===== src/design/fifo_queue_extract_min_macros.svh =====
// ----------------------------------------------------------------------------
// fifo_queue_extract_min_macros.svh
// Assertion macros shared by the queue block.
// ----------------------------------------------------------------------------
`ifndef FIFO_QUEUE_EXTRACT_MIN_MACROS_SVH
`define FIFO_QUEUE_EXTRACT_MIN_MACROS_SVH

// same-cycle implication, disabled in reset
`define FQEM_ASSERT_NOW(lbl, ante, cons, msg) \
	lbl: assert property (@(posedge clk) disable iff (!arst_n) (ante) |-> (cons)) \
		else $error(msg);

// next-cycle implication, disabled in reset
`define FQEM_ASSERT_NEXT(lbl, ante, cons, msg) \
	lbl: assert property (@(posedge clk) disable iff (!arst_n) (ante) |=> (cons)) \
		else $error(msg);

`endif


===== src/design/fqem_pkg.sv =====
// ----------------------------------------------------------------------------
// fqem_pkg
// Types and constants for the queue with extract-minimum.
// ----------------------------------------------------------------------------
`timescale 1ns / 1ps

package fqem_pkg;

	localparam int QUEUE_DEPTH_DEF = 16;
	localparam int DATA_W          = 32;
	localparam int REQ_W           = 2;
	localparam int STAT_W          = 2;
	localparam int COUNT_OUT_W     = 5;

	// request codes
	localparam logic [REQ_W-1:0] REQ_PUSH    = 2'd0;
	localparam logic [REQ_W-1:0] REQ_POP     = 2'd1;
	localparam logic [REQ_W-1:0] REQ_EXTRACT = 2'd2;

	// status codes
	localparam logic [STAT_W-1:0] STAT_OK    = 2'd0;
	localparam logic [STAT_W-1:0] STAT_EMPTY = 2'd1;
	localparam logic [STAT_W-1:0] STAT_FULL  = 2'd2;

	typedef enum logic [2:0] {
		ST_IDLE,
		ST_EXEC,
		ST_SCAN,
		ST_SCAN_WAIT,
		ST_SHIFT_INIT,
		ST_SHIFT,
		ST_DONE
	} state_t;

	// controller -> datapath
	typedef struct packed {
		logic load;        // latch request beat
		logic push_wr;     // write pushed value at rear
		logic scan_start;  // clear pointer for scan
		logic scan_rd;     // read entry at pointer, advance
		logic shift_init;  // pointer to entry after the minimum
		logic shift_rd;    // read entry at pointer, write it one lower
		logic finish;      // update count, load result register
	} cmd_t;

	// datapath -> controller
	typedef struct packed {
		logic is_push;
		logic is_remove;
		logic full;
		logic empty;
		logic scan_last;
		logic shift_more;
		logic out_busy;
	} sts_t;

endpackage


===== src/design/fqem_ram.sv =====
// ----------------------------------------------------------------------------
// fqem_ram
// Generic simple dual-port RAM, one write and one registered read port.
// ----------------------------------------------------------------------------
`timescale 1ns / 1ps

module fqem_ram #(
	parameter int WIDTH = 32,
	parameter int DEPTH = 16,
	localparam int AW = (DEPTH > 1) ? $clog2(DEPTH) : 1
) (
	input  logic             clk,
	input  logic             wr_en,
	input  logic [AW-1:0]    wr_addr,
	input  logic [WIDTH-1:0] wr_data,
	input  logic             rd_en,
	input  logic [AW-1:0]    rd_addr,
	output logic [WIDTH-1:0] rd_data
);

	logic [WIDTH-1:0] mem_q [DEPTH];

	always_ff @(posedge clk) begin
		if (wr_en) begin
			mem_q[wr_addr] <= wr_data;
		end
		if (rd_en) begin
			rd_data <= mem_q[rd_addr];
		end
	end

endmodule


===== src/design/fqem_ctrl.sv =====
// ----------------------------------------------------------------------------
// fqem_ctrl
// Sequencer for push, pop and extract-minimum requests.
// ----------------------------------------------------------------------------
`timescale 1ns / 1ps

module fqem_ctrl (
	input  logic          clk,
	input  logic          arst_n,
	input  logic          in_valid,
	output logic          in_ready,
	input  fqem_pkg::sts_t sts,
	output fqem_pkg::cmd_t cmd
);

	fqem_pkg::state_t state_q, state_d;

	always_ff @(posedge clk or negedge arst_n) begin
		if (!arst_n) begin
			state_q <= fqem_pkg::ST_IDLE;
		end else begin
			state_q <= state_d;
		end
	end

	// next state
	always_comb begin
		state_d = state_q;
		unique case (state_q)
			fqem_pkg::ST_IDLE: begin
				if (in_valid) state_d = fqem_pkg::ST_EXEC;
			end
			fqem_pkg::ST_EXEC: begin
				if (sts.is_remove && !sts.empty) state_d = fqem_pkg::ST_SCAN;
				else                             state_d = fqem_pkg::ST_DONE;
			end
			fqem_pkg::ST_SCAN: begin
				if (sts.scan_last) state_d = fqem_pkg::ST_SCAN_WAIT;
			end
			fqem_pkg::ST_SCAN_WAIT:  state_d = fqem_pkg::ST_SHIFT_INIT;
			fqem_pkg::ST_SHIFT_INIT: state_d = fqem_pkg::ST_SHIFT;
			fqem_pkg::ST_SHIFT: begin
				if (!sts.shift_more) state_d = fqem_pkg::ST_DONE;
			end
			fqem_pkg::ST_DONE: begin
				if (!sts.out_busy) state_d = fqem_pkg::ST_IDLE;
			end
			default: state_d = fqem_pkg::ST_IDLE;
		endcase
	end

	// outputs
	always_comb begin
		cmd      = '0;
		in_ready = 1'b0;
		unique case (state_q)
			fqem_pkg::ST_IDLE: begin
				in_ready = 1'b1;
				cmd.load = in_valid;
			end
			fqem_pkg::ST_EXEC: begin
				cmd.push_wr    = sts.is_push && !sts.full;
				cmd.scan_start = sts.is_remove && !sts.empty;
			end
			fqem_pkg::ST_SCAN:       cmd.scan_rd = 1'b1;
			fqem_pkg::ST_SCAN_WAIT:  cmd = '0;
			fqem_pkg::ST_SHIFT_INIT: cmd.shift_init = 1'b1;
			fqem_pkg::ST_SHIFT:      cmd.shift_rd = sts.shift_more;
			fqem_pkg::ST_DONE:       cmd.finish = !sts.out_busy;
			default:                 cmd = '0;
		endcase
	end

endmodule


===== src/design/fqem_dpath.sv =====
// ----------------------------------------------------------------------------
// fqem_dpath
// Entry store, count, minimum scan, gap compaction and result register.
// ----------------------------------------------------------------------------
`timescale 1ns / 1ps

module fqem_dpath #(
	parameter int QUEUE_DEPTH = fqem_pkg::QUEUE_DEPTH_DEF
) (
	input  logic                              clk,
	input  logic                              arst_n,
	input  fqem_pkg::cmd_t                    cmd,
	output fqem_pkg::sts_t                    sts,
	input  logic [fqem_pkg::REQ_W-1:0]        in_req,
	input  logic [fqem_pkg::DATA_W-1:0]       in_value,
	output logic                              out_valid,
	input  logic                              out_ready,
	output logic [fqem_pkg::DATA_W-1:0]       out_value,
	output logic [fqem_pkg::STAT_W-1:0]       out_status,
	output logic [fqem_pkg::COUNT_OUT_W-1:0]  out_count
);

	localparam int AW    = (QUEUE_DEPTH > 1) ? $clog2(QUEUE_DEPTH) : 1;
	localparam int CW    = $clog2(QUEUE_DEPTH + 1);
	localparam int EXT_W = CW + fqem_pkg::COUNT_OUT_W;

	logic [fqem_pkg::REQ_W-1:0]  req_q;
	logic [fqem_pkg::DATA_W-1:0] data_q;
	logic [CW-1:0]               count_q;
	logic [CW-1:0]               ptr_q;
	logic [AW-1:0]               best_idx_q;
	logic [fqem_pkg::DATA_W-1:0] best_val_q;
	logic                        scan_s1;
	logic [AW-1:0]               scan_idx_s1;
	logic                        wr_pend_s1;
	logic [AW-1:0]               wr_addr_s1;
	logic                        out_valid_q;

	logic                        ram_wr_en;
	logic [AW-1:0]               ram_wr_addr;
	logic [fqem_pkg::DATA_W-1:0] ram_wr_data;
	logic                        ram_rd_en;
	logic [fqem_pkg::DATA_W-1:0] ram_rd_data;

	logic                        is_push, is_remove, full, empty;
	logic [CW-1:0]               count_d;
	logic [EXT_W-1:0]            count_ext;
	logic [fqem_pkg::STAT_W-1:0] status_d;
	logic [CW-1:0]               scan_end;

	assign is_push   = (req_q == fqem_pkg::REQ_PUSH);
	assign is_remove = (req_q == fqem_pkg::REQ_POP) || (req_q == fqem_pkg::REQ_EXTRACT);
	assign full      = (count_q == CW'(QUEUE_DEPTH));
	assign empty     = (count_q == '0);
	// pop looks at the front only, extract at every entry
	assign scan_end  = (req_q == fqem_pkg::REQ_EXTRACT) ? (count_q - CW'(1)) : '0;

	assign sts.is_push    = is_push;
	assign sts.is_remove  = is_remove;
	assign sts.full       = full;
	assign sts.empty      = empty;
	assign sts.scan_last  = (ptr_q == scan_end);
	assign sts.shift_more = (ptr_q < count_q);
	assign sts.out_busy   = out_valid_q && !out_ready;

	assign ram_rd_en   = cmd.scan_rd || cmd.shift_rd;
	assign ram_wr_en   = cmd.push_wr || wr_pend_s1;
	assign ram_wr_addr = cmd.push_wr ? count_q[AW-1:0] : wr_addr_s1;
	assign ram_wr_data = cmd.push_wr ? data_q : ram_rd_data;

	fqem_ram #(
		.WIDTH (fqem_pkg::DATA_W),
		.DEPTH (QUEUE_DEPTH)
	) u_store (
		.clk     (clk),
		.wr_en   (ram_wr_en),
		.wr_addr (ram_wr_addr),
		.wr_data (ram_wr_data),
		.rd_en   (ram_rd_en),
		.rd_addr (ptr_q[AW-1:0]),
		.rd_data (ram_rd_data)
	);

	// result of the request in flight
	always_comb begin
		count_d  = count_q;
		status_d = fqem_pkg::STAT_OK;
		if (is_push) begin
			if (full) status_d = fqem_pkg::STAT_FULL;
			else      count_d  = count_q + CW'(1);
		end else if (is_remove) begin
			if (empty) status_d = fqem_pkg::STAT_EMPTY;
			else       count_d  = count_q - CW'(1);
		end
	end

	assign count_ext = EXT_W'(count_d);

	// control registers
	always_ff @(posedge clk or negedge arst_n) begin
		if (!arst_n) begin
			count_q     <= '0;
			scan_s1     <= 1'b0;
			wr_pend_s1  <= 1'b0;
			out_valid_q <= 1'b0;
		end else begin
			scan_s1    <= cmd.scan_rd;
			wr_pend_s1 <= cmd.shift_rd;
			if (cmd.finish) begin
				count_q     <= count_d;
				out_valid_q <= 1'b1;
			end else if (out_ready) begin
				out_valid_q <= 1'b0;
			end
		end
	end

	// payload registers
	always_ff @(posedge clk) begin
		if (cmd.load) begin
			req_q  <= in_req;
			data_q <= in_value;
		end
		if (cmd.scan_start) begin
			ptr_q <= '0;
		end else if (cmd.shift_init) begin
			ptr_q <= CW'(best_idx_q) + CW'(1);
		end else if (cmd.scan_rd || cmd.shift_rd) begin
			ptr_q <= ptr_q + CW'(1);
		end
		scan_idx_s1 <= ptr_q[AW-1:0];
		wr_addr_s1  <= AW'(ptr_q - CW'(1));
		// strict compare keeps the entry nearest the front on ties
		if (scan_s1) begin
			if ((scan_idx_s1 == '0) || ($signed(ram_rd_data) < $signed(best_val_q))) begin
				best_val_q <= ram_rd_data;
				best_idx_q <= scan_idx_s1;
			end
		end
		if (cmd.finish) begin
			out_value  <= (is_remove && !empty) ? best_val_q : '0;
			out_status <= status_d;
			out_count  <= count_ext[fqem_pkg::COUNT_OUT_W-1:0];
		end
	end

	assign out_valid = out_valid_q;

endmodule


===== src/design/fifo_queue_extract_min.sv =====
// ----------------------------------------------------------------------------
// fifo_queue_extract_min
// Bounded arrival-order queue of signed 32-bit values with push, pop and
// extract-minimum; one result beat per request beat.
// ----------------------------------------------------------------------------
//
//  channel  | dir | tdata                                 | tuser
//  ---------+-----+---------------------------------------+--------------------
//  s_axis   | in  | [31:0] data_value                     | [1:0] req_type
//  m_axis   | out | [31:0] removed_value, [36:32] count   | [1:0] status
//
//  Steps, accept included, up to the result load: push, failed removal or
//  unused code 3 go accept, execute, load; pop and extract add a scan (pop
//  reads the front only, extract every entry), a wait, a shift setup and the
//  gap close: one RAM read per cycle for the scan, then one move per cycle to
//  close the gap. Next beat taken in the cycle after the result load.
//  Reset: arst_n clears the count, the sequencer and the result valid.
//  Stalls: a waiting result does not block the input; only the next one waits.
`timescale 1ns / 1ps
`include "fifo_queue_extract_min_macros.svh"

module fifo_queue_extract_min #(
	parameter int QUEUE_DEPTH = fqem_pkg::QUEUE_DEPTH_DEF
) (
	input  logic        clk,
	input  logic        arst_n,
	// request channel
	input  logic        s_tvalid,
	output logic        s_tready,
	input  logic [31:0] s_tdata,   // [31:0] data_value
	input  logic [7:0]  s_tuser,   // [1:0] req_type, [7:2] zero
	// result channel
	output logic        m_tvalid,
	input  logic        m_tready,
	output logic [39:0] m_tdata,   // [31:0] removed_value, [36:32] entry_count, [39:37] zero
	output logic [7:0]  m_tuser    // [1:0] status, [7:2] zero
);

	fqem_pkg::cmd_t cmd;
	fqem_pkg::sts_t sts;

	logic [fqem_pkg::DATA_W-1:0]      out_value;
	logic [fqem_pkg::STAT_W-1:0]      out_status;
	logic [fqem_pkg::COUNT_OUT_W-1:0] out_count;
	logic                             full_beat;

	// sequencer: one request at a time
	fqem_ctrl u_ctrl (
		.clk      (clk),
		.arst_n   (arst_n),
		.in_valid (s_tvalid),
		.in_ready (s_tready),
		.sts      (sts),
		.cmd      (cmd)
	);

	// store, scan and compaction, result register
	fqem_dpath #(
		.QUEUE_DEPTH (QUEUE_DEPTH)
	) u_dpath (
		.clk        (clk),
		.arst_n     (arst_n),
		.cmd        (cmd),
		.sts        (sts),
		.in_req     (s_tuser[fqem_pkg::REQ_W-1:0]),
		.in_value   (s_tdata[fqem_pkg::DATA_W-1:0]),
		.out_valid  (m_tvalid),
		.out_ready  (m_tready),
		.out_value  (out_value),
		.out_status (out_status),
		.out_count  (out_count)
	);

	assign m_tdata = {3'b000, out_count, out_value};
	assign m_tuser = {6'b000000, out_status};

	assign full_beat = m_tvalid && (out_status == fqem_pkg::STAT_FULL);

	// one request in flight: accept closes the input until the result is loaded
	`FQEM_ASSERT_NEXT(a_single_req, s_tvalid && s_tready, !s_tready, "second beat in flight")
	// finishing a request always presents a result beat
	`FQEM_ASSERT_NEXT(a_finish_valid, cmd.finish, m_tvalid, "finish without result beat")
	// a refused push removes nothing
	`FQEM_ASSERT_NOW(a_full_zero, full_beat, out_value == '0, "full status with nonzero value")

endmodule


===== config.mk =====
export PLATFORM = sky130hd
export DESIGN_NAME = fifo_queue_extract_min
export DESIGN_NICKNAME = d
export VERILOG_FILES = /design/src/design/fqem_pkg.sv /design/src/design/fqem_ram.sv /design/src/design/fqem_ctrl.sv /design/src/design/fqem_dpath.sv /design/src/design/fifo_queue_extract_min.sv
export VERILOG_INCLUDE_DIRS = /design/src /design/src/design
export SDC_FILE = /design/constraint.sdc
export NUM_CORES = 1
export LEC_CHECK = 0
export BUFFER_PORTS_ARGS = -buffer_cell sky130_fd_sc_hd__buf_2
export CAP_MARGIN = 20
export CELL_PAD_IN_SITES_DETAIL_PLACEMENT = 0
export CELL_PAD_IN_SITES_GLOBAL_PLACEMENT = 2
export CORE_MARGIN = 3
export CORE_UTILIZATION = 35
export CTS_CLUSTER_DIAMETER = 200
export CTS_CLUSTER_SIZE = 10
export DETAILED_ROUTE_END_ITERATION = 10
export PLACE_DENSITY_LB_ADDON = 0.12
export SLEW_MARGIN = 20
export SYNTH_ARGS = -nofsm -noshare
export SYNTH_HDL_FRONTEND = slang
export SYNTH_SLANG_ARGS = --single-unit

===== constraint.sdc =====
create_clock -name clk -period 3.65 [get_ports clk]
set_input_delay 0.73 -clock clk [delete_from_list [all_inputs] [get_ports clk]]
set_output_delay 0.73 -clock clk [all_outputs]
set_load 0.01 [all_outputs]

== Word-level counts from Yosys, hierarchy flattened ==
Memory sizes are Yosys's and may differ from the RTL's. A register that Yosys moved wholly into a read port is not among the register bits.
Index checks and enable logic that the tools add are counted.

* Register bits after elaboration: 133
* RAM bits: 512
* Input port bits: 44
* Output and inout port bits: 50
* Logic and storage cells: 86
* Memories kept: 1

* $add $sub $neg: 5
* Order comparisons: 2
* Equal/unequal tests: 14
* Muxes and demuxes: 30
* Reductions and logical operators: 19

{| class="wikitable"
|+ Memories
! name !! words !! width !! read ports !! clocked after Yosys merged registers in !! write ports !! RTL line !! RTL
|-
| u_dpath.u_store.mem_q || 16 || 32 || 1 || 1 || 1 || fqem_ram.sv:21 || <nowiki>logic [WIDTH-1:0] mem_q [DEPTH];</nowiki>
|}

{| class="wikitable"
|+ Operators with widths
! operator !! count
|-
| $mux W5 || 7
|-
| $lt A32 B32 Y1 || 1
|-
| $mux W32 || 1
|-
| $pmux W3 S7 || 1
|-
| $mux W3 || 5
|-
| $mux W1 || 11
|-
| $add A5 B1 Y5 const B || 2
|-
| $eq A3 B3 Y1 const B || 3
|-
| $mux W2 || 4
|-
| $ne A2 B2 Y1 const B || 4
|-
| $eq A3 B2 Y1 const B || 2
|-
| $add A4 B1 Y5 const B || 1
|-
| $eq A5 B5 Y1 || 1
|-
| $eq A5 B5 Y1 const B || 1
|-
| $logic_not A5 Y1 || 1
|-
| $lt A5 B5 Y1 || 1
|-
| $sub A5 B1 Y5 const B || 1
|-
| $logic_not A1 Y1 || 4
|-
| $logic_not A4 Y1 || 1
|-
| $logic_or A1 B1 Y1 || 4
|-
| $mux W4 || 1
|-
| $reduce_and A4 Y1 || 1
|-
| $reduce_bool A2 Y1 || 2
|-
| $sub A4 B1 Y4 const B || 1
|-
| 7 further kinds || 9
|}

== Longest topological paths before layout ==
Gate-level depths: netlist of the first run.

* Depth in word-level cells: 7
* Depth in mapped cells: 10
* Gate-level depth less buffers: 8

== By module ==
A second synthesis of the first run with hierarchy kept.

* Cell total of the unflattened synthesis: 1320
* Area, all modules: 26395.3 um2

{| class="wikitable"
|+ Modules (own cells, without submodules)
! module !! times used !! cells each !! area an instance (um2) !! seq. area each (um2)
|-
| fqem_ram || 1 || 838 || 20155.6 || 16335.7
|-
| fqem_dpath || 1 || 445 || 5934.4 || 3733.6
|-
| fqem_ctrl || 1 || 27 || 234.0 || 75.1
|-
| fifo_queue_extract_min || 1 || 10 || 71.3 || 0.0
|}

== Worst setup path after synthesis of the first run ==
Ideal clock, no wire load.

* Path kind: flip-flop to flip-flop
* Start point: reg u_dpath.count_q[0]
* End point: mem u_dpath.u_store.mem_q[12][0], enable pin
* Library setup time: 421 ps
* Arrival: 3571 ps
* Required time: 3229 ps
* Setup slack: -342 ps
* Cell stages (with the launch flop): 11
* Path buffers: 2
* Clock period less this slack: 3992 ps
* Cell sequence: dfrtp_1 > clkbuf_1 > inv_1 > ha_1 > nor3b_2 > a21bo_1 > or3_4 > buf_2 > nor3_1 > a21oi_2 > nor2_1

* Word-level cells in the longest chain between the ends: 7
* Elaborated cells between the ends (all ways): 8
* Classes of those cells: eq/ne (1); mux (4); reduce/logical (3)

{| class="wikitable"
|+ Ends and longest elaborated chain
! what !! RTL line !! RTL
|-
| start, declared || fqem_dpath.sv:29 || <nowiki>logic [CW-1:0] count_q;</nowiki>
|-
| start signal, assigned || fqem_dpath.sv:110 || <nowiki>count_q <= count_d;</nowiki>
|-
| $eq A5 B5 Y1 || fqem_dpath.sv:53 || <nowiki>assign full = (count_q == CW'(QUEUE_DEPTH));</nowiki>
|-
| $logic_not A1 Y1 || fqem_ctrl.sv:62 || <nowiki>cmd.push_wr = sts.is_push && !sts.full;</nowiki>
|-
| $logic_and A1 B1 Y1 || fqem_ctrl.sv:62 ||
|-
| $mux W2 || fqem_ctrl.sv:56 || <nowiki>unique case (state_q)</nowiki>
|-
| $logic_or A1 B1 Y1 || fqem_dpath.sv:67 || <nowiki>assign ram_wr_en = cmd.push_wr || wr_pend_s1;</nowiki>
|-
| $mux W1 || fqem_ram.sv:24 || <nowiki>if (wr_en) begin</nowiki>
|-
| $mux W1 (not written as such) || fqem_ram.sv:25 || <nowiki>mem_q[wr_addr] <= wr_data;</nowiki>
|-
| end, declared || fqem_ram.sv:21 ||
|}

Several ways; a longest one is shown, not always the timed one.

== Worst setup path after layout of the first run ==
* Start point: reg u_dpath.count_q[0]
* End point: mem u_dpath.u_store.mem_q[1][22], enable pin

The elaborated chain is that of the path after synthesis.

==> results.md, run 1 <==
- Status: finished, final reports clean
- Static leakage: approximately 10 nW
- Avg WL per Cell: between 20 and 30 um
- Worst-margin pin slew: 1.085 ns
- FP Rows: 100
- # resized after CTS: 0
- Combinational power share: around 28%
- RSZ-0062 raised after global routing: false
- GRT Residual Overflow: 0
- Register area share after synthesis: 75.55%
- CTS tree: built
- Flops & latches, synth: about 680
- Initial drt markers: approximately 940
- DRT Pass-1 Iters: 4
- Layout fillers: roughly 6500
- R2R Path End: u_dpath.u_store.mem_q[1][22]$_DFFE_PP_
- Slowest CP cell: a31oi_2
- Via density: between 5 and 6
- Setup-failing EPs final: 0
- Count of input and output buffers: between 70 and 80
- First-pass GRT wire length: slightly above 90000 um
- Hold_buf cts: 1
- Overall Global Routing Usage: between 15 and 20%
- Max IR drop VDD: approximately 0.00038 V
- Synth cell types: 56
- Mapped Area: ~27000 um^2
- Power per cell area: between 800 and 900 nW/um^2
- Crit-path cells: inv_1 > ha_1 > nor3b_2 > a21bo_1 > or3_4 > buf_4 > a31oi_2 > nor2_4 > buf_4
- Max Fanout on Critical Path: 18
- Synthesis Warnings: 0
- Fin. Hold Viols: 0
- Placed Cells incl. Taps: approximately 2300
- Number of flops mapped to enable cells by yosys: 653
- Finished Layout Cells: between 2000 and 2500
- Finished Cell Area: 30910 um^2
- Cells after synthesis: roughly 1300
- Clock Sinks: approximately 680
- Chip height: around 280 um
- Ant. Diodes: 0
- Area of the core: between 70000 and 80000 um^2
- Crit. Startpoint: u_dpath.count_q[0]$_DFFE_PN0P_
- Vias in the first global route: 13160
- Sw Pwr: ~0.0075 W
- Die ar.: roughly 80000 um^2
- Area Growth Syn to Fin: 15.93%
- Max Clock Skew: 0.01616 ns
- Hold Crit Class: in2reg
- CP most frequent cell: buf_4
- Inserted Clock Buffers: 77
- Clock power frac: a little over a quarter
- Reg power frac: roughly 45%
- Async SR Flop Fraction: roughly 1.6%
- CTS Root Buffer Type: clkbuf_16
- Die width: 282.0 um
- Post-layout util: approximately two fifths
- CTS H-tree lvls: 3
- Final ANT Viol Nets: 0
- Placed inst area: between 20000 and 30000 um^2
- Crit path to: u_dpath.u_store.mem_q[1][22]$_DFFE_PP_
- Critical Path AT: roughly 3.5 ns
- Worst path required time: between 3 and 4 ns
- Setup TNS: 0 ns
- Tmin final: about 3.1 ns
- Reg2reg setup slack: 0.50 ns
- DPL Wire Length: 35810 um
- Crit. End Element: flop
- Max stage delay on crit path: slightly below 0.6 ns
- Clk pin slew, worst setup/hold paths: approximately 0.060 ns
- Crit share post-route: 86.27%
- Synth Area per Inst: approximately 21 um^2
- Max-slew violation total from the final report: 0
- Top_reg_cell synth: edfxtp_1
- Final wirelength: 64190 um
- Worst-Skew Late Latency: about 0.62 ns
- Min Hold Slack: around 0.29 ns
- Hold Path Depth: 1
- CTS max path bufs: 3
- Worst slew margin: a little over a quarter
- Via count: ~12000
- Sw Ratio: about 30%
- Starting Density: between 30% and 40%
- Reg-to-Reg Start: u_dpath.count_q[0]$_DFFE_PN0P_
- Worst Reg-to-Reg Cells: 9
- Share of layout cells above drive strength 1: between 20 and 30%
- Critical path launch point type: flop
- Maximum number of pins on one net before global-route repair: roughly 80
- Crit Path Class: reg2reg
- Layout Nets: 1519
- # IOs: 94
- Initial antenna violation count: 0
- Post-CTS Setup Inserts: 0
- Internal: ~0.017 W
- Post-route DRC: 0
- Fmax: between 0.3 and 0.4 GHz
- Gpl congestion: 0.7030
- Max_cap viols: 0
==> Yosys cell counts, types with 4 or more instances <==
library cell	count	area, um^2
xnor2_1	7	61.31
nand2b_1	5	31.28
o211ai_1	4	30.03
buf_6	11	123.9
ha_1	41	513.0
xor2_1	7	61.31
nand4_1	9	56.30
mux2_1	16	180.2
a211oi_1	4	30.03
inv_1	52	195.2
buf_4	10	75.07
buf_2	19	95.09
mux2_4	17	255.2
o21ai_0	18	90.09
clkbuf_1	16	60.06
edfxtp_1	653	19610
mux4_2	160	3603
dfxtp_1	13	260.3
a21o_1	4	30.03
a21oi_1	20	100.1
nand2_1	27	101.4
nor3_1	15	75.07
dfrtp_1	11	275.3
nand3_1	12	60.06
nor2_1	64	240.2
and3_1	7	43.79
buf_1	6	22.52
==> area by class of cell <==
class                      instances  area [um^2]  area share [%]
clock buffer                      88         2011           6.505
inverter                          52        195.2          0.6314
clock inverter                     6        102.6          0.3319
multi-input combinational        490         6118           19.79
sequential                       677        20160           65.21
tap                              969         1212           3.922
timing repair buffer             136         1116           3.610
==> routing by layer <==
layer,vias up,wire (um),GRT usage (%)
met5,-,0,0
met4,0,1345,4.118
met3,88,1939,2.691
met2,190,30650,26.31
met1,6700,30260,23.64
li1,5466,-,-
==> metrics by stage <==
stage	power [W]	setup WS [ns]
global route	0.02626	0.2743
finish	0.02493	0.5012
floorplan	0.01598	-0.3425
global placement	0.01840	0.4175
detailed placement	0.01848	0.4124
CTS	0.02539	0.3671
==> power groups by stage <==
stage / clock, W / sequential [W] / combinational, W
finish: 0.00680 / 0.0112 / 0.00693
global route: 0.00732 / 0.0113 / 0.00764
CTS: 0.00704 / 0.0112 / 0.00713
detailed placement: 0 / 0.0114 / 0.00711
global placement: 0 / 0.0114 / 0.00705
floorplan: 0 / 0.0111 / 0.00486
==> critical path: cells and delay by family, from the launching register on <==
kind	cells	cell delay, ns
buf+inv	3	0.66
compound gates	2	0.79
flops	1	0.35
simple gates	3	0.75
fa+ha+maj	1	0.26
==> flip-flops by register name, summed over array words and instances (netlist names), 2 cells and up <==
register / cells
u_dpath.best_val_q: 32
u_dpath.u_store.mem_q: 512
u_dpath.wr_addr_s1: 4
u_dpath.best_idx_q: 4
u_dpath.out_value: 32
u_ctrl.state_q: 3
u_dpath.u_store.rd_data: 32
u_dpath.out_status: 2
u_dpath.scan_idx_s1: 4
u_dpath.req_q: 2
u_dpath.data_q: 32
u_dpath.count_q: 5
u_dpath.ptr_q: 5
u_dpath.out_count: 5
==> worst min path at each step <==
stage / slack [ns] / to / startpoint
4_1_cts: 0.24 / u_dpath.data_q[17]$_DFFE_PP_ / s_tdata[17]
3_3_place_gp: 0.40 / u_dpath.best_idx_q[3]$_DFFE_PP_ / u_dpath.scan_idx_s1[3]$_DFF_P_
5_1_grt: 0.25 / u_dpath.data_q[9]$_DFFE_PP_ / s_tdata[9]
6_report: 0.29 / u_dpath.data_q[17]$_DFFE_PP_ / s_tdata[17]
2_1_floorplan: 0.33 / u_dpath.scan_idx_s1[0]$_DFF_P_ / u_dpath.ptr_q[0]$_SDFFE_PP0P_
3_5_place_dp: 0.41 / u_dpath.best_idx_q[2]$_DFFE_PP_ / u_dpath.scan_idx_s1[2]$_DFF_P_
==> layout by cell type (no fill, tap or decap), types with 3 or more instances in the layout <==
cell,instances
a21oi_1,20
mux2_1,16
mux4_2,160
nand2b_1,5
a21o_1,4
clkbuf_1,9
o21ai_0,18
mux2i_1,3
buf_4,34
nor2_4,16
nand2_1,26
clkbuf_16,79
buf_12,23
dfxtp_1,9
dfrtp_1,11
o21ai_1,3
o211ai_1,4
nor3_1,15
edfxtp_1,653
dfxtp_4,3
ha_1,41
and3_1,7
mux2_4,17
nor2_1,48
buf_2,78
a211oi_1,4
inv_1,50
a31oi_1,3
xor2_1,7
nand4_1,9
a21boi_0,3
nand3_1,12
xnor2_1,7
conb_1,9
==> kinds of logic after synthesis <==
family                     synth area share, %
adders and majority gates                1.924
and+or+nand+nor                          2.703
DFF                                      75.55
AOI/OAI and AO/OA                        1.863
muxes                                    15.34
xor gates and xnor gates                0.4599
other                                  0.01406
buffers and inverters                    2.144
(Power assumes the default switching activity.)
==> run 2: changes to the inputs <==
--- a/config.mk
+++ b/config.mk
@@ -11,9 +11,8 @@
 export CELL_PAD_IN_SITES_DETAIL_PLACEMENT = 0
 export CELL_PAD_IN_SITES_GLOBAL_PLACEMENT = 2
 export CORE_MARGIN = 3
-export CORE_UTILIZATION = 35
+export CORE_UTILIZATION = 40
 export CTS_CLUSTER_DIAMETER = 200
-export CTS_CLUSTER_SIZE = 10
 export DETAILED_ROUTE_END_ITERATION = 10
 export PLACE_DENSITY_LB_ADDON = 0.12
 export SLEW_MARGIN = 20
==> run 2 against run 1 <==
Net effect:
- count of clock-buffer cells in the layout increased by 7
- design area grew 0.18%
- non-clock buffer count increased by 2
- clock power grew 3.5%
- cell count decreased by 2.6%
- utilization rose by 5.8 points
- clock skew rose by 0.00079 ns
- setup slack worse by 0.0015 ns
- register-to-register slack about the same
- first-iteration DRC count rose by 19%
- die area decreased by 12%
- highest routed layer unchanged
==> results.md, run 2 (synthesis gave the netlist of run 1 again) <==
- Critical path launch point type: flop
- Clock power frac: between 20 and 30%
- # IOs: 94
- Hold Crit Class: in2reg
- Worst-Skew Late Latency: 0.60 ns
- CTS max path bufs: 3
- Sw Ratio: approximately 30%
- Vias in the first global route: roughly 13000
- Crit Path Class: reg2reg
- Crit. End Element: flop
- Final wirelength: approximately 62000 um
- Starting Density: roughly two fifths
- Via density: roughly 5.3
- Area Growth Syn to Fin: 16.14%
- FP Rows: 94
- Chip height: 264.2 um
- Status: finished, final reports clean
- Count of input and output buffers: just under 80
- Die width: between 200 and 300 um
- Area of the core: about 66000 um^2
- Internal: 0.01763 W
- Overall Global Routing Usage: around 18%
- Via count: about 13000
- Tmin final: between 3 and 4 ns
- Power per cell area: 812.0 nW/um^2
- Fmax: around 0.32 GHz
- Finished Layout Cells: 2354
- Post-route DRC: 0
- Reg2reg setup slack: 0.50 ns
- R2R Path End: u_dpath.u_store.mem_q[11][12]$_DFFE_PP_
- Reg power frac: between 40% and 50%
- Worst Reg-to-Reg Cells: 8
- Initial drt markers: between 1000 and 1500
- Max Clock Skew: 0.01695 ns
- GRT Residual Overflow: 0
- Reg-to-Reg Start: u_dpath.count_q[0]$_DFFE_PN0P_
- Max FFs per register: 512
- Max stage delay on crit path: ~0.90 ns
- DRT Pass-1 Iters: 5
- Initial antenna violation count: 0
- Max-slew violation total from the final report: 0
- Maximum number of pins on one net before global-route repair: 136
- Crit. Startpoint: u_dpath.count_q[0]$_DFFE_PN0P_
- Worst slew margin: 26.57%
- Clk pin slew, worst setup/hold paths: 0.06 ns
- Sw Pwr: about 0.0075 W
- Crit share post-route: ~86%
- Commonest non-fill, non-tap cells in the layout: edfxtp_1, mux4_2, buf_2
- Critical Path AT: roughly 3.5 ns
- Biggest register: u_dpath.u_store.mem_q
- CTS H-tree lvls: 3
- Combinational power share: between 20% and 30%
- Crit path to: u_dpath.u_store.mem_q[11][12]$_DFFE_PP_
- Max_cap viols: 0
- Share of layout cells above drive strength 1: 30.29%
- Max Fanout on Critical Path: 21
- Final ANT Viol Nets: 0
- Finished Cell Area: roughly 31000 um^2
- CP Depth: 8
- Clock Sinks: roughly 680
- First-pass GRT wire length: a little over 90000 um
- Max IR drop VDD: around 0.00052 V
- Avg WL per Cell: between 20 and 30 um
- Crit-path leading delay family: compound AO/OA/AOI/OAI gates
- DPL Wire Length: between 30000 and 40000 um
- Static leakage: 10.26 nW
- Worst path required time: a little under 4 ns
- Worst-margin pin slew: around 1.1 ns
- Die ar.: 69790 um^2
- Setup TNS: 0 ns
- Slowest CP cell: a41oi_1
- Crit-path cells: inv_1 > ha_1 > nor3b_2 > a21bo_1 > or3_4 > a41oi_1 > nor2_4 > buf_12
- Placed inst area: about 29000 um^2
- Post-CTS Setup Inserts: 0
- CTS Root Buffer Type: clkbuf_16
- Placed Cells incl. Taps: approximately 2200
- Most common cell after layout, fill and taps aside: edfxtp_1
- RSZ-0062 raised after global routing: false
- WP buf/inv: 2
- Layout Nets: about 1500
- CTS tree: built
- Fin. Hold Viols: 0
- Inserted Clock Buffers: 75
- Setup-failing EPs final: 0
- Gpl congestion: 0.7098
[run 2: area by class of cell]
cell class              count  area, um^2
diodes                      1       2.502
clock buffers              95        1962
clock inverters            37       291.5
fillers                  5540       34890
inverters                  52       195.2
multi-input cells         490        6111
flip-flops and latches    677       20160
well taps                 864        1081
repair buffers            138        1169
[run 2: worst min path at each step]
stage / start / end / slack [ns] / depth (start not counted)
after CTS: s_tdata[8] / u_dpath.data_q[8]$_DFFE_PP_ / 0.26 / 1
after floorplan: u_dpath.ptr_q[0]$_SDFFE_PP0P_ / u_dpath.scan_idx_s1[0]$_DFF_P_ / 0.33 / 0
after detailed placement: u_dpath.scan_idx_s1[2]$_DFF_P_ / u_dpath.best_idx_q[2]$_DFFE_PP_ / 0.41 / 0
after global routing: s_tdata[6] / u_dpath.data_q[6]$_DFFE_PP_ / 0.27 / 1
final: s_tdata[5] / u_dpath.data_q[5]$_DFFE_PP_ / 0.30 / 1
after global placement: u_dpath.scan_idx_s1[2]$_DFF_P_ / u_dpath.best_idx_q[2]$_DFFE_PP_ / 0.40 / 0
[run 2: power by group through the flow]
stage | combinational, W | sequential [W] | clock [W]
detailed placement | 0.00715 | 0.0113 | 0
finish | 0.00697 | 0.0111 | 0.00704
floorplan | 0.00486 | 0.0111 | 0
global placement | 0.00708 | 0.0113 | 0
global route | 0.00766 | 0.0112 | 0.00757
CTS | 0.00716 | 0.0111 | 0.00726
[run 2: worst reg2reg max path, stage by stage (launching register included)]
cell     delay (ns)
dfrtp_1        0.34
inv_1          0.11
ha_1           0.25
nor3b_2        0.17
a21bo_1        0.22
or3_4          0.49
a41oi_1        0.91
nor2_4         0.14
buf_12         0.25
[run 2: stage by stage]
step | util, % | total power [W] | setup WS (ns) | hold slack (ns)
3_3_place_gp | 43.57 | 0.01836 | 0.5072 | 0.4042
3_5_place_dp | 43.57 | 0.01845 | 0.4880 | 0.4112
4_1_cts | 47.00 | 0.02557 | 0.4609 | 0.2561
2_1_floorplan | - | 0.01598 | -0.3425 | 0.3258
5_1_grt | 47.02 | 0.02645 | 0.3574 | 0.2713
6_report | 47.02 | 0.02515 | 0.4997 | 0.3041
[run 2: metal layers]
layer | vias to the layer above | global-route usage, % | share of wire (%)
met4 | 0 | 4.683 | 1.7
met1 | 6710 | 25.69 | 45
met2 | 257 | 29.32 | 49
met3 | 73 | 2.943 | 4.1
met5 | - | 0 | 0
li1 | 5510 | - | -
[run 2: what timing repair did]
action	in CTS	in global routing
gates resized for setup	0	0
endpoints found under the hold margin	11	0
hold buffers	1	0
